--- src/sv/sbscd_pkg.sv ---
package sbscd_pkg;

  typedef logic signed [63:0] word_t;

  // Post-product shift for the shared multiplier
  typedef enum logic [1:0] {
    SH15 = 2'd0,
    SH30 = 2'd1,
    SH31 = 2'd2,
    SH44 = 2'd3
  } shsel_e;

  typedef struct packed {
    logic   go;
    word_t  a;
    word_t  b;
    shsel_e sh;
  } mul_req_t;

  typedef struct packed {
    logic  done;
    word_t res;
  } mul_rsp_t;

  typedef struct packed {
    logic        go;
    logic [31:0] trim_from;
    logic [31:0] trim_to;
    logic [15:0] n;
    logic [15:0] len;
  } trim_req_t;

  typedef struct packed {
    logic        done;
    logic [31:0] trim;
  } trim_rsp_t;

  typedef struct packed {
    logic signed [31:0] left_in;
    logic signed [31:0] right_in;
  } in_beat_t;

  typedef struct packed {
    logic signed [31:0] left_out;
    logic signed [31:0] right_out;
  } out_beat_t;

  localparam logic [2:0] CFG_FADER  = 3'd0;
  localparam logic [2:0] CFG_BLOCK  = 3'd1;
  localparam logic [2:0] CFG_FILTER = 3'd2;
  localparam logic [2:0] CFG_A0     = 3'd3;
  localparam logic [2:0] CFG_B1     = 3'd4;
  localparam logic [2:0] CFG_B2     = 3'd5;
  localparam logic [2:0] CFG_SEED_L = 3'd6;
  localparam logic [2:0] CFG_SEED_R = 3'd7;

  localparam logic [31:0] SEED_L_RST = 32'd16386;
  localparam logic [31:0] SEED_R_RST = 32'd24601;
  localparam logic [28:0] DITHER_K   = 29'd490616394;
  localparam logic [31:0] NOISE_MID  = 32'h7fffffff;

  // Q4.44 constants, decimal scaled by 2^44 with rounding
  localparam word_t HALF_PI = ((64'd157079633 / 64'd390625) << 36)
    + ((((64'd157079633 % 64'd390625) << 36) + 64'd195312) / 64'd390625);
  localparam word_t CK_A = ((64'd70582080 / 64'd390625) << 36)
    + ((((64'd70582080 % 64'd390625) << 36) + 64'd195312) / 64'd390625);
  localparam word_t CK_B = ((64'd26091480 / 64'd390625) << 36)
    + ((((64'd26091480 % 64'd390625) << 36) + 64'd195312) / 64'd390625);
  localparam word_t CK_C = ((64'd24917170 / 64'd390625) << 36)
    + ((((64'd24917170 % 64'd390625) << 36) + 64'd195312) / 64'd390625);
  localparam word_t CK_D = ((64'd73908510 / 64'd390625) << 36)
    + ((((64'd73908510 % 64'd390625) << 36) + 64'd195312) / 64'd390625);
  localparam word_t CK_T = ((64'd9549925859 / 64'd9765625) << 34)
    + ((((64'd9549925859 % 64'd9765625) << 34) + 64'd4882812) / 64'd9765625);
  localparam word_t FOUR = 64'sd4 <<< 44;

  localparam word_t SC0 = ((64'd1 << 44) + 64'd6227020800 / 64'd2) / 64'd6227020800;
  localparam word_t SC1 = -(((64'd1 << 44) + 64'd39916800 / 64'd2) / 64'd39916800);
  localparam word_t SC2 = ((64'd1 << 44) + 64'd362880 / 64'd2) / 64'd362880;
  localparam word_t SC3 = -(((64'd1 << 44) + 64'd5040 / 64'd2) / 64'd5040);
  localparam word_t SC4 = ((64'd1 << 44) + 64'd120 / 64'd2) / 64'd120;
  localparam word_t SC5 = -(((64'd1 << 44) + 64'd6 / 64'd2) / 64'd6);
  localparam word_t SC6 = 64'sd1 <<< 44;

endpackage

--- src/sv/sbscd_trim_div.sv ---
module sbscd_trim_div import sbscd_pkg::*; (
  input  logic      clk_i,
  input  logic      rst_ni,
  input  trim_req_t req_i,
  output trim_rsp_t rsp_o
);

  typedef enum logic [2:0] {
    TP_IDLE = 3'b001,
    TP_SUM  = 3'b010,
    TP_DIV  = 3'b100
  } tphase_e;

  tphase_e     phase_q;
  logic [47:0] pa_q;
  logic [31:0] to_q;
  logic [15:0] ln_q;
  logic [15:0] len_q;
  logic [48:0] num_q;
  logic [15:0] rem_q;
  logic [5:0]  cnt_q;
  logic        done_q;

  logic [16:0] trial;
  logic        qbit;

  always_comb begin
    trial = {rem_q, num_q[48]};
    qbit  = (trial >= {1'b0, len_q});
  end

  always_ff @(posedge clk_i or negedge rst_ni) begin
    if (!rst_ni) begin
      phase_q <= TP_IDLE;
      done_q  <= 1'b0;
      pa_q    <= '0;
      to_q    <= '0;
      ln_q    <= '0;
      len_q   <= 16'd1;
      num_q   <= '0;
      rem_q   <= '0;
      cnt_q   <= '0;
    end else begin
      done_q <= 1'b0;
      unique case (phase_q)
        TP_IDLE: begin
          if (req_i.go) begin
            pa_q    <= 48'(req_i.trim_from) * 48'(req_i.n);
            to_q    <= req_i.trim_to;
            ln_q    <= req_i.len - req_i.n;
            len_q   <= req_i.len;
            phase_q <= TP_SUM;
          end
        end
        TP_SUM: begin
          num_q   <= 49'(pa_q) + 49'(to_q) * 49'(ln_q);
          rem_q   <= '0;
          cnt_q   <= 6'd48;
          phase_q <= TP_DIV;
        end
        TP_DIV: begin
          rem_q <= qbit ? 16'(trial - {1'b0, len_q}) : trial[15:0];
          num_q <= {num_q[47:0], qbit};
          if (cnt_q == 6'd0) begin
            done_q  <= 1'b1;
            phase_q <= TP_IDLE;
          end else begin
            cnt_q <= cnt_q - 6'd1;
          end
        end
        default: phase_q <= TP_IDLE;
      endcase
    end
  end

  assign rsp_o.done = done_q;
  assign rsp_o.trim = num_q[31:0];

endmodule

--- config.mk ---
export PLATFORM = sky130hd
export DESIGN_NAME = sbscd_trim_div
export DESIGN_NICKNAME = d
export VERILOG_FILES = /design/src/sv/sbscd_pkg.sv /design/src/sv/sbscd_trim_div.sv
export SDC_FILE = /design/constraint.sdc
export NUM_CORES = 2
export LEC_CHECK = 0
export BUFFER_PORTS_ARGS = -buffer_cell sky130_fd_sc_hd__buf_4
export CAP_MARGIN = 0
export CORE_UTILIZATION = 60
export CTS_CLUSTER_DIAMETER = 150
export DETAILED_ROUTE_END_ITERATION = 10
export GPL_TIMING_DRIVEN = 0
export PLACE_DENSITY = 0.87
export RECOVER_POWER = 25
export SYNTH_ARGS = -nofsm -noshare
export SYNTH_HDL_FRONTEND = slang
export SYNTH_SLANG_ARGS = --single-unit
--- constraint.sdc ---
create_clock -name clk_i -period 6.1 [get_ports clk_i]
set_input_delay 0.915 -clock clk_i [delete_from_list [all_inputs] [get_ports clk_i]]
set_output_delay 0.915 -clock clk_i [all_outputs]
set_load 0.005 [all_outputs]
==> metrics <==
status finished with violations; failing checks capacitance limit, slew limit, setup timing; most common cell after layout, fill and taps aside inv_1; vias per cell 5.86; CTS sink count 187; number of synthesized register bits 187; full die area 72,400 µm²; antenna violations before repair 2; Floorplan Core Area 70,300 µm²; GPL Wtd Cong 0.991; final-report max-slew violation count 79; Mapped Area 42,800 µm²; routed wire length 141,000 µm; Area Overhead vs Synth 19.3%; die height 269 µm; GRT overflow 0; Achievable Freq 152 MHz; Post-synth EDFFs 0; CTS clk-pin slew, worst paths 0.08 ns; endpoint class of the critical path flip-flop; largest net degree at the start of global routing 110; Max Root-Sink Buffers 2; Post-synth ARST share 100%; Layout Nets 6,556; Tcrit/Tclk final 108%; CTS tree done; post-synthesis cell count 4,946; total CTS buffers 17; Min Clock Period, post-route 6.56 ns; latest clock arrival within the worst-skew pair 0.50 ns; DRC Markers 0; worst setup margin -0.463 ns; Pre-antenna DRT Iters 8; unrepaired setup endpoints after global routing true; worst min-delay path class reg2reg; Yosys warnings 0; Hold Buf Count CTS 0; routed length per instance 22.5 µm; Netlist cell types 82; Initial Utilization 60.9%; Required @ worst endpoint 6.44 ns; Yosys top cell area share 41.5%; DP Wirelength 106,000 µm; Mean Syn Cell Area 8.65 µm²; Boundary Pins 132; Initial DRC Count 3,638; Post-synth top flop dfrtp_1; MaxCap Viol Count 1; Synth Net Count 6,203; vias in the first global route 37,951; Critical Path Source Type flip-flop; final hold vios 0; skew final 0.0168 ns; largest cells by area after synthesis fa_1 (41%), dfrtp_1 (11%), inv_1 (10%); TNS Setup -11.06 ns; share of cells above drive strength 1 17.7%; first-pass GRT wire length 211,000 µm; slew margin rel. -212%; Worst EP arrival 6.91 ns; most frequent cells in the layout inv_1 (1,116), nand2_1 (941), fa_1 (851); root buffer cell clkbuf_16; largest area contributor in the netlist fa_1; filler instances 4,644; Setup CP Type reg2reg; H-Tree Depth 4; Worst Tran Pin Value 4.68 ns; Max FO, Critical Path 10; final-report setup violation count 47; Row Count 97; part of the Yosys area used for sequential elements 10.9%; overall routing resource usage 39.0%; DR vias 36,638; die extent in x 269 µm; Port Buffers 130; Antenna Nets Post-Route 0
-- cell type report --
class / count / area (µm²) / area share (%)
multi-input cells: 3331 / 34200 / 67.1
plain buffers: 254 / 2710 / 5.31
clock inverters: 15 / 220 / 0.431
clock buffers: 17 / 425 / 0.833
flip-flops and latches: 187 / 4740 / 9.29
repair buffers: 348 / 3170 / 6.21
well taps: 940 / 1180 / 2.30
inverters: 1160 / 4350 / 8.53
diodes: 2 / 5.00 / 0.00980
-- through the flow --
stage	setup slack, ns	util [%]	cell area [µm²]	instances	hold WS [ns]
after floorplan	-0.220	-	43500	4946	0.445
after CTS	-0.319	70.5	49500	6171	0.450
final	-0.463	72.6	51000	6254	0.486
after global placement	-1.48	65.0	45600	6016	0.462
after detailed placement	-1.52	65.0	45700	6017	0.471
after global routing	-0.612	72.6	51000	6252	0.526
-- critical path, cell delays in order, from the launching register on --
cell,delay [ns]
dfrtp_2,0.53
clkbuf_4,0.32
nand2_1,0.10
fa_1,0.48
fa_1,0.51
fa_1,0.51
inv_2,0.04
fa_1,0.51
fa_1,0.51
inv_1,0.05
fa_1,0.52
inv_2,0.06
ha_4,0.21
a21o_1,0.19
a211o_4,0.38
nor2_4,0.11
o2111ai_2,0.12
nor3b_4,0.21
buf_6,0.17
o41a_1,0.22
o21ai_2,0.10
a31oi_1,0.22
xor2_1,0.22
o21ai_1,0.11
-- routing by layer --
layer	vias up	global-route usage (%)	share of wire [%]
met2	2538	62.8	46
li1	15348	-	-
met5	-	0	0.013
met1	18063	46.9	34
met3	687	9.02	11
met4	2	26.0	8.5
-- sequential cells by signal (all words and copies together) (netlist names) --
signal	flops
done_q	1
rem_q	16
len_q	16
pa_q	48
to_q	32
cnt_q	6
num_q	49
ln_q	16
phase_q	3
-- cell families (layout without fill, tap and decap cells) --
logic type	Yosys count	in the layout	synth area share [%]
flip-flops	187	187	10.9
adder cells (fa/ha/maj)	1158	1158	49.4
other	0	2	0
multiplexers	15	15	0.357
AND/OR/NAND/NOR	1525	1525	16.3
buffers and inverters	1428	1794	12.9
XOR/XNOR	110	110	2.25
AO/OA/AOI/OAI	523	523	7.91
-- synthesized netlist by cell type, drive strengths merged (47+ instances only) --
| cell type | n |
|---|---|
| a21o | 64 |
| a21oi | 101 |
| and2 | 361 |
| clkbuf | 222 |
| dfrtp | 185 |
| fa | 886 |
| ha | 272 |
| inv | 1160 |
| nand2 | 971 |
| nor2 | 60 |
| o21ai | 185 |
| xnor2 | 63 |
| xor2 | 47 |
-- timing repair --
action | in CTS | in global routing
gates cloned | 4 | 2
setup endpoints to repair | 61 | 53
buffers inserted | 128 | 85
gates resized for setup | 582 | 260
endpoints found under the hold margin | 0 | 0
pin swaps | 117 | 159
-- path summary, 6_finish.rpt --
check | startpoint | slack [ns] | endpoint | depth (start not counted)
max | ln_q[3]$_DFFE_PN0P_ | -0.46 | num_q[41]$_DFFE_PN0P_ | 23
min | pa_q[10]$_DFFE_PN0P_ | 0.49 | pa_q[10]$_DFFE_PN0P_ | 2
max reg2reg | ln_q[3]$_DFFE_PN0P_ | -0.46 | num_q[41]$_DFFE_PN0P_ | 23
min reg2reg | pa_q[10]$_DFFE_PN0P_ | 0.49 | pa_q[10]$_DFFE_PN0P_ | 2
max in group asynchronous | rst_ni | 1.05 | to_q[22]$_DFFE_PN0P_ | 1
min in group asynchronous | rst_ni | 2.09 | to_q[0]$_DFFE_PN0P_ | 1
Power is not shown: default switching activity piles up to over one toggle a cycle in this logic, so the estimate is an artifact.
