[config.mk]
export PLATFORM = sky130hd
export DESIGN_NAME = sbscd_mul
export DESIGN_NICKNAME = d
export VERILOG_FILES = /design/src/sv/sbscd_pkg.sv /design/src/sv/sbscd_mul.sv
export SDC_FILE = /design/constraint.sdc
export NUM_CORES = 2
export LEC_CHECK = 0
export BUFFER_PORTS_ARGS = -buffer_cell sky130_fd_sc_hd__buf_4
export CORE_MARGIN = 2
export CORE_UTILIZATION = 50
export DETAILED_ROUTE_END_ITERATION = 10
export HOLD_SLACK_MARGIN = 0.08
export MAX_ROUTING_LAYER = met4
export PLACE_DENSITY = 0.69
export SETUP_SLACK_MARGIN = 0.1
export SLEW_MARGIN = 20
export SYNTH_ARGS = -nofsm -noshare
export SYNTH_HDL_FRONTEND = slang
export SYNTH_SLANG_ARGS = --single-unit
[constraint.sdc]
create_clock -name clk_i -period 12.35 [get_ports clk_i]
set_input_delay 0.6175 -clock clk_i [delete_from_list [all_inputs] [get_ports clk_i]]
set_output_delay 0.6175 -clock clk_i [all_outputs]
set_load 0.005 [all_outputs]
[src/sv/sbscd_pkg.sv]
package sbscd_pkg;

  typedef logic signed [63:0] word_t;

  // Post-product shift for the shared multiplier
  typedef enum logic [1:0] {
    SH15 = 2'd0,
    SH30 = 2'd1,
    SH31 = 2'd2,
    SH44 = 2'd3
  } shsel_e;

  typedef struct packed {
    logic   go;
    word_t  a;
    word_t  b;
    shsel_e sh;
  } mul_req_t;

  typedef struct packed {
    logic  done;
    word_t res;
  } mul_rsp_t;

  typedef struct packed {
    logic        go;
    logic [31:0] trim_from;
    logic [31:0] trim_to;
    logic [15:0] n;
    logic [15:0] len;
  } trim_req_t;

  typedef struct packed {
    logic        done;
    logic [31:0] trim;
  } trim_rsp_t;

  typedef struct packed {
    logic signed [31:0] left_in;
    logic signed [31:0] right_in;
  } in_beat_t;

  typedef struct packed {
    logic signed [31:0] left_out;
    logic signed [31:0] right_out;
  } out_beat_t;

  localparam logic [2:0] CFG_FADER  = 3'd0;
  localparam logic [2:0] CFG_BLOCK  = 3'd1;
  localparam logic [2:0] CFG_FILTER = 3'd2;
  localparam logic [2:0] CFG_A0     = 3'd3;
  localparam logic [2:0] CFG_B1     = 3'd4;
  localparam logic [2:0] CFG_B2     = 3'd5;
  localparam logic [2:0] CFG_SEED_L = 3'd6;
  localparam logic [2:0] CFG_SEED_R = 3'd7;

  localparam logic [31:0] SEED_L_RST = 32'd16386;
  localparam logic [31:0] SEED_R_RST = 32'd24601;
  localparam logic [28:0] DITHER_K   = 29'd490616394;
  localparam logic [31:0] NOISE_MID  = 32'h7fffffff;

  // Q4.44 constants, decimal scaled by 2^44 with rounding
  localparam word_t HALF_PI = ((64'd157079633 / 64'd390625) << 36)
    + ((((64'd157079633 % 64'd390625) << 36) + 64'd195312) / 64'd390625);
  localparam word_t CK_A = ((64'd70582080 / 64'd390625) << 36)
    + ((((64'd70582080 % 64'd390625) << 36) + 64'd195312) / 64'd390625);
  localparam word_t CK_B = ((64'd26091480 / 64'd390625) << 36)
    + ((((64'd26091480 % 64'd390625) << 36) + 64'd195312) / 64'd390625);
  localparam word_t CK_C = ((64'd24917170 / 64'd390625) << 36)
    + ((((64'd24917170 % 64'd390625) << 36) + 64'd195312) / 64'd390625);
  localparam word_t CK_D = ((64'd73908510 / 64'd390625) << 36)
    + ((((64'd73908510 % 64'd390625) << 36) + 64'd195312) / 64'd390625);
  localparam word_t CK_T = ((64'd9549925859 / 64'd9765625) << 34)
    + ((((64'd9549925859 % 64'd9765625) << 34) + 64'd4882812) / 64'd9765625);
  localparam word_t FOUR = 64'sd4 <<< 44;

  localparam word_t SC0 = ((64'd1 << 44) + 64'd6227020800 / 64'd2) / 64'd6227020800;
  localparam word_t SC1 = -(((64'd1 << 44) + 64'd39916800 / 64'd2) / 64'd39916800);
  localparam word_t SC2 = ((64'd1 << 44) + 64'd362880 / 64'd2) / 64'd362880;
  localparam word_t SC3 = -(((64'd1 << 44) + 64'd5040 / 64'd2) / 64'd5040);
  localparam word_t SC4 = ((64'd1 << 44) + 64'd120 / 64'd2) / 64'd120;
  localparam word_t SC5 = -(((64'd1 << 44) + 64'd6 / 64'd2) / 64'd6);
  localparam word_t SC6 = 64'sd1 <<< 44;

endpackage

[src/sv/sbscd_mul.sv]
module sbscd_mul import sbscd_pkg::*; #(
  parameter int IntW = 48
) (
  input  logic     clk_i,
  input  logic     rst_ni,
  input  mul_req_t req_i,
  output mul_rsp_t rsp_o
);

  localparam logic [63:0] MaxMag = (64'd1 << (IntW - 1)) - 64'd1;

  logic [63:0]  a_mag_q, b_mag_q;
  logic         neg_q;
  shsel_e       sh_q;
  logic [127:0] acc_q;
  logic [2:0]   cnt_q;
  logic         busy_q;
  logic         done_q;
  word_t        res_q;

  logic [31:0]  a_half, b_half;
  logic [63:0]  pp;
  logic [127:0] pp_pos;
  logic [127:0] shifted;
  logic [63:0]  clipped;

  always_comb begin
    a_half = cnt_q[1] ? a_mag_q[63:32] : a_mag_q[31:0];
    b_half = cnt_q[0] ? b_mag_q[63:32] : b_mag_q[31:0];
    pp     = a_half * b_half;
    unique case (cnt_q[1:0])
      2'd0:    pp_pos = {64'd0, pp};
      2'd3:    pp_pos = {pp, 64'd0};
      default: pp_pos = {32'd0, pp, 32'd0};
    endcase
    unique case (sh_q)
      SH15:    shifted = acc_q >> 15;
      SH30:    shifted = acc_q >> 30;
      SH31:    shifted = acc_q >> 31;
      SH44:    shifted = acc_q >> 44;
      default: shifted = acc_q;
    endcase
    clipped = (shifted > {64'd0, MaxMag}) ? MaxMag : shifted[63:0];
  end

  always_ff @(posedge clk_i or negedge rst_ni) begin
    if (!rst_ni) begin
      busy_q  <= 1'b0;
      done_q  <= 1'b0;
      cnt_q   <= 3'd0;
      a_mag_q <= '0;
      b_mag_q <= '0;
      neg_q   <= 1'b0;
      sh_q    <= SH44;
      acc_q   <= '0;
      res_q   <= '0;
    end else begin
      done_q <= 1'b0;
      if (req_i.go) begin
        a_mag_q <= req_i.a[63] ? 64'(-req_i.a) : 64'(req_i.a);
        b_mag_q <= req_i.b[63] ? 64'(-req_i.b) : 64'(req_i.b);
        neg_q   <= req_i.a[63] ^ req_i.b[63];
        sh_q    <= req_i.sh;
        acc_q   <= '0;
        cnt_q   <= 3'd0;
        busy_q  <= 1'b1;
      end else if (busy_q) begin
        if (cnt_q == 3'd4) begin
          res_q  <= neg_q ? -$signed(clipped) : $signed(clipped);
          done_q <= 1'b1;
          busy_q <= 1'b0;
        end else begin
          acc_q <= acc_q + pp_pos;
          cnt_q <= cnt_q + 3'd1;
        end
      end
    end
  end

  assign rsp_o.done = done_q;
  assign rsp_o.res  = res_q;

endmodule

==> results.py <==
metrics = {
    "outcome": {
        "status": "completed",
    },
    "worst_setup_path": {
        "slowest_stage": "fa_2",
        "r2r_slack_ns": 0.09,
        "cp.required_ns": 12.92,
        "cp-start-kind": "register",
        "cpMostUsedCell": "fa_1",
        "critPathKind": "reg -> reg",
        "worstPathArrival_ns": 12.83,
        "worstSetupEndpointType": "register",
        "cpPeakStageDelay_ns": 0.61,
        "crit_fanout": 7,
    },
    "timing": {
        "clock_skew_ns": 0.0419,
        "max_slew.worst_pin.slew_ns": 1.16,
        "period_minus_slack_ns": 12.26,
        "max_freq_mhz": 81.6,
        "rsz0062_at_grt": "true",
        "final.setup.tns_ns": 0,
        "slew_headroom_pct": 22.5,
        "fin_crit_sh_pct": 99.2,
        "setup-violations-final": 0,
        "hold_viol": 0,
        "finalMaxSlewViolations": 0,
    },
    "global_routing": {
        "grt.busiest_layer": "met2",
        "gr-total-overflow": 0,
        "grt_pass1_vias": 55700,
        "grt_use_met2_pct": 57.4,
        "grt_pass1_wl_um": 363000,
        "use_met3_pct": 14.1,
        "met1_usage_pct": 56.3,
        "antenna_found_initial": 18,
        "grtUsageTotal_pct": 41.8,
        "grt_max_degree": 111,
    },
    "cts": {
        "htree_levels": 2,
        "cts_made_buffers": 43,
        "clock_latency_ns": 0.65,
        "clk_pin_slew_ns": 0.06,
        "cts_tree": "done",
        "cts_root_buffer": "clkbuf_16",
        "clock_path_buffers": 3,
        "cts.sinks": 328,
    },
    "logic_synthesis": {
        "synth_top_area_share_pct": 30.1,
        "synth_top_cell_by_area": "fa_1",
        "syn_avg_cell_area_um2": 8.32,
        "synthArstFlopShare_pct": 100,
        "synth_edf_count": 0,
        "synth_nets": 8592,
        "ys_seq_elements": 328,
        "yosys.cell_types.count": 75,
        "ys_seq_area_share_pct": 13.8,
        "yosys_most_used_dff": "dfrtp_1",
        "synth.most_common_cell": "inv_1",
        "yosys-top-cells-count": "inv_1 (994), nor2_1 (961), nand2_1 (909), fa_1 (897), a21oi_1 (496)",
        "ys_top_cells_by_area": "fa_1 (30%), dfrtp_1 (14%), ha_1 (8.4%)",
        "synth_area_um2": 59600,
        "yosysWarnings": 0,
        "syn_inst": 7161,
    },
    "detailed_routing": {
        "wl_um": 248000,
        "drc": 0,
        "ant_nets": 0,
        "detail_route.wl_per_cell_um": 26.2,
        "drt_iter0_markers": 6226,
        "dr.pass1.iters": 6,
        "vias": 56700,
        "via_per_inst": 5.98,
    },
    "cells_and_area": {
        "nNetsFinal": 9325,
        "n_fill_cell": 10400,
        "area_growth_pct": 21.7,
        "drive_above_1_share_pct": 19.9,
    },
    "place": {
        "dp_hpwl_um": 203000,
        "gp_routability_congestion": 1.09,
        "port_buffers": 197,
    },
    "floorplanning": {
        "initial_core_util_pct": 50.4,
        "die_w_um": 349,
        "ios": 198,
        "die_h_um": 349,
        "placementRows": 126,
        "die_area_um2": 122000,
        "core_area_um2": 118000,
    },
    "flow_run": {
        "maxCapViolCount": 0,
    },
    "hold_path": {
        "hold_path_class": "in -> reg",
    },
}
-- registers in the layout, indices dropped and copies added (netlist names) --
signal / flops
acc_q: 128
a_mag_q: 64
b_mag_q: 64
res_q: 64
cnt_q: 3
sh_q: 2
busy_q: 1
done_q: 1
neg_q: 1
-- kinds of logic (layout without fill, tap and decap cells) --
family	count (synthesis)	in the layout	share of synthesized area, %
adders and majority gates	1298	1298	38.6
buffers and inverters	1381	2147	8.71
and+or+nand+nor	2354	2354	16.8
AOI/OAI and AO/OA	1302	1302	13.3
muxes	181	181	4.17
other	0	20	0
xor gates and xnor gates	317	317	4.66
DFF	328	328	13.8
-- per-layer routing --
layer	up-vias	share of wire, %
met3	595	13
li1	24700	-
met2	2991	41
met5	-	0
met4	0	5.0
met1	28400	41
-- final timing paths --
path,startpoint,endpoint,cells past startpoint
min,req_i[1],sh_q[1],3
max,cnt_q[1],acc_q[127],46
min reg2reg,res_q[41],res_q[41],2
max reg2reg,cnt_q[1],acc_q[127],46
min in group asynchronous,rst_ni,acc_q[89],2
max in group asynchronous,rst_ni,cnt_q[1],4
-- placed cells by master (no fill, tap or decap), types with 21 or more instances in the layout --
cell type / count
inv_2: 30
nand3_1: 58
clkbuf_16: 48
nand2b_1: 21
xor2_1: 191
mux2_2: 48
o21bai_1: 50
a21o_1: 119
nor2_2: 40
o22ai_1: 25
a21oi_1: 477
and2_1: 62
fa_1: 866
or2_2: 31
nand2_1: 904
a22o_1: 44
o21a_1: 29
nor2_1: 905
buf_12: 59
nand4_1: 76
mux4_2: 47
inv_1: 964
fa_2: 31
nor4_1: 36
buf_6: 70
ha_4: 22
dfrtp_1: 324
mux2i_4: 29
o31ai_1: 55
ha_1: 375
nor3_1: 60
or3_1: 41
xnor2_1: 119
buf_4: 928
o21ai_0: 291
a31oi_1: 29
-- metrics by stage --
step	instances	util, %	hold slack, ns	area (um^2)	setup WS [ns]
6_report	9483	61.4	0.202	72500	0.0948
5_1_grt	9479	61.4	0.218	72500	-0.209
4_1_cts	9388	59.5	0.190	70300	0.0895
3_5_place_dp	9271	57.6	0.474	68000	-0.928
3_3_place_gp	9271	57.6	0.466	68000	-0.985
2_1_floorplan	7161	-	0.322	59600	0.142
-- final cells by class --
| class | instances | area (um^2) | area share [%] |
|---|---|---|---|
| clock buffer | 55 | 1190 | 1.64 |
| antenna | 20 | 50.0 | 0.0690 |
| inverter | 995 | 3730 | 5.15 |
| multi-input combinational | 5452 | 47800 | 65.9 |
| tap | 1536 | 1920 | 2.65 |
| clock inverter | 23 | 377 | 0.519 |
| sequential | 328 | 8220 | 11.3 |
| timing repair buffer | 1074 | 9270 | 12.8 |
-- worst max-delay path: cells and delay by family, from the launching register on --
kind                       cells  cell delay (ns)
adders and majority gates     10             4.77
AOI/OAI and AO/OA             15             3.49
and+or+nand+nor                8             1.46
buffers and inverters         11             1.38
DFF                            1             0.54
muxes                          1             0.37
xor gates and xnor gates       1             0.15
-- repair_timing --
action	CTS	global route
resized for setup	85	344
hold buffers	1	0
gates cloned	1	5
pin swaps	30	146
buffers inserted	37	70
setup endpoints to repair	39	51
hold endpoints to repair	40	0
Power is not shown: default switching activity piles up to over one toggle a cycle in this logic, so the estimate is an artifact.
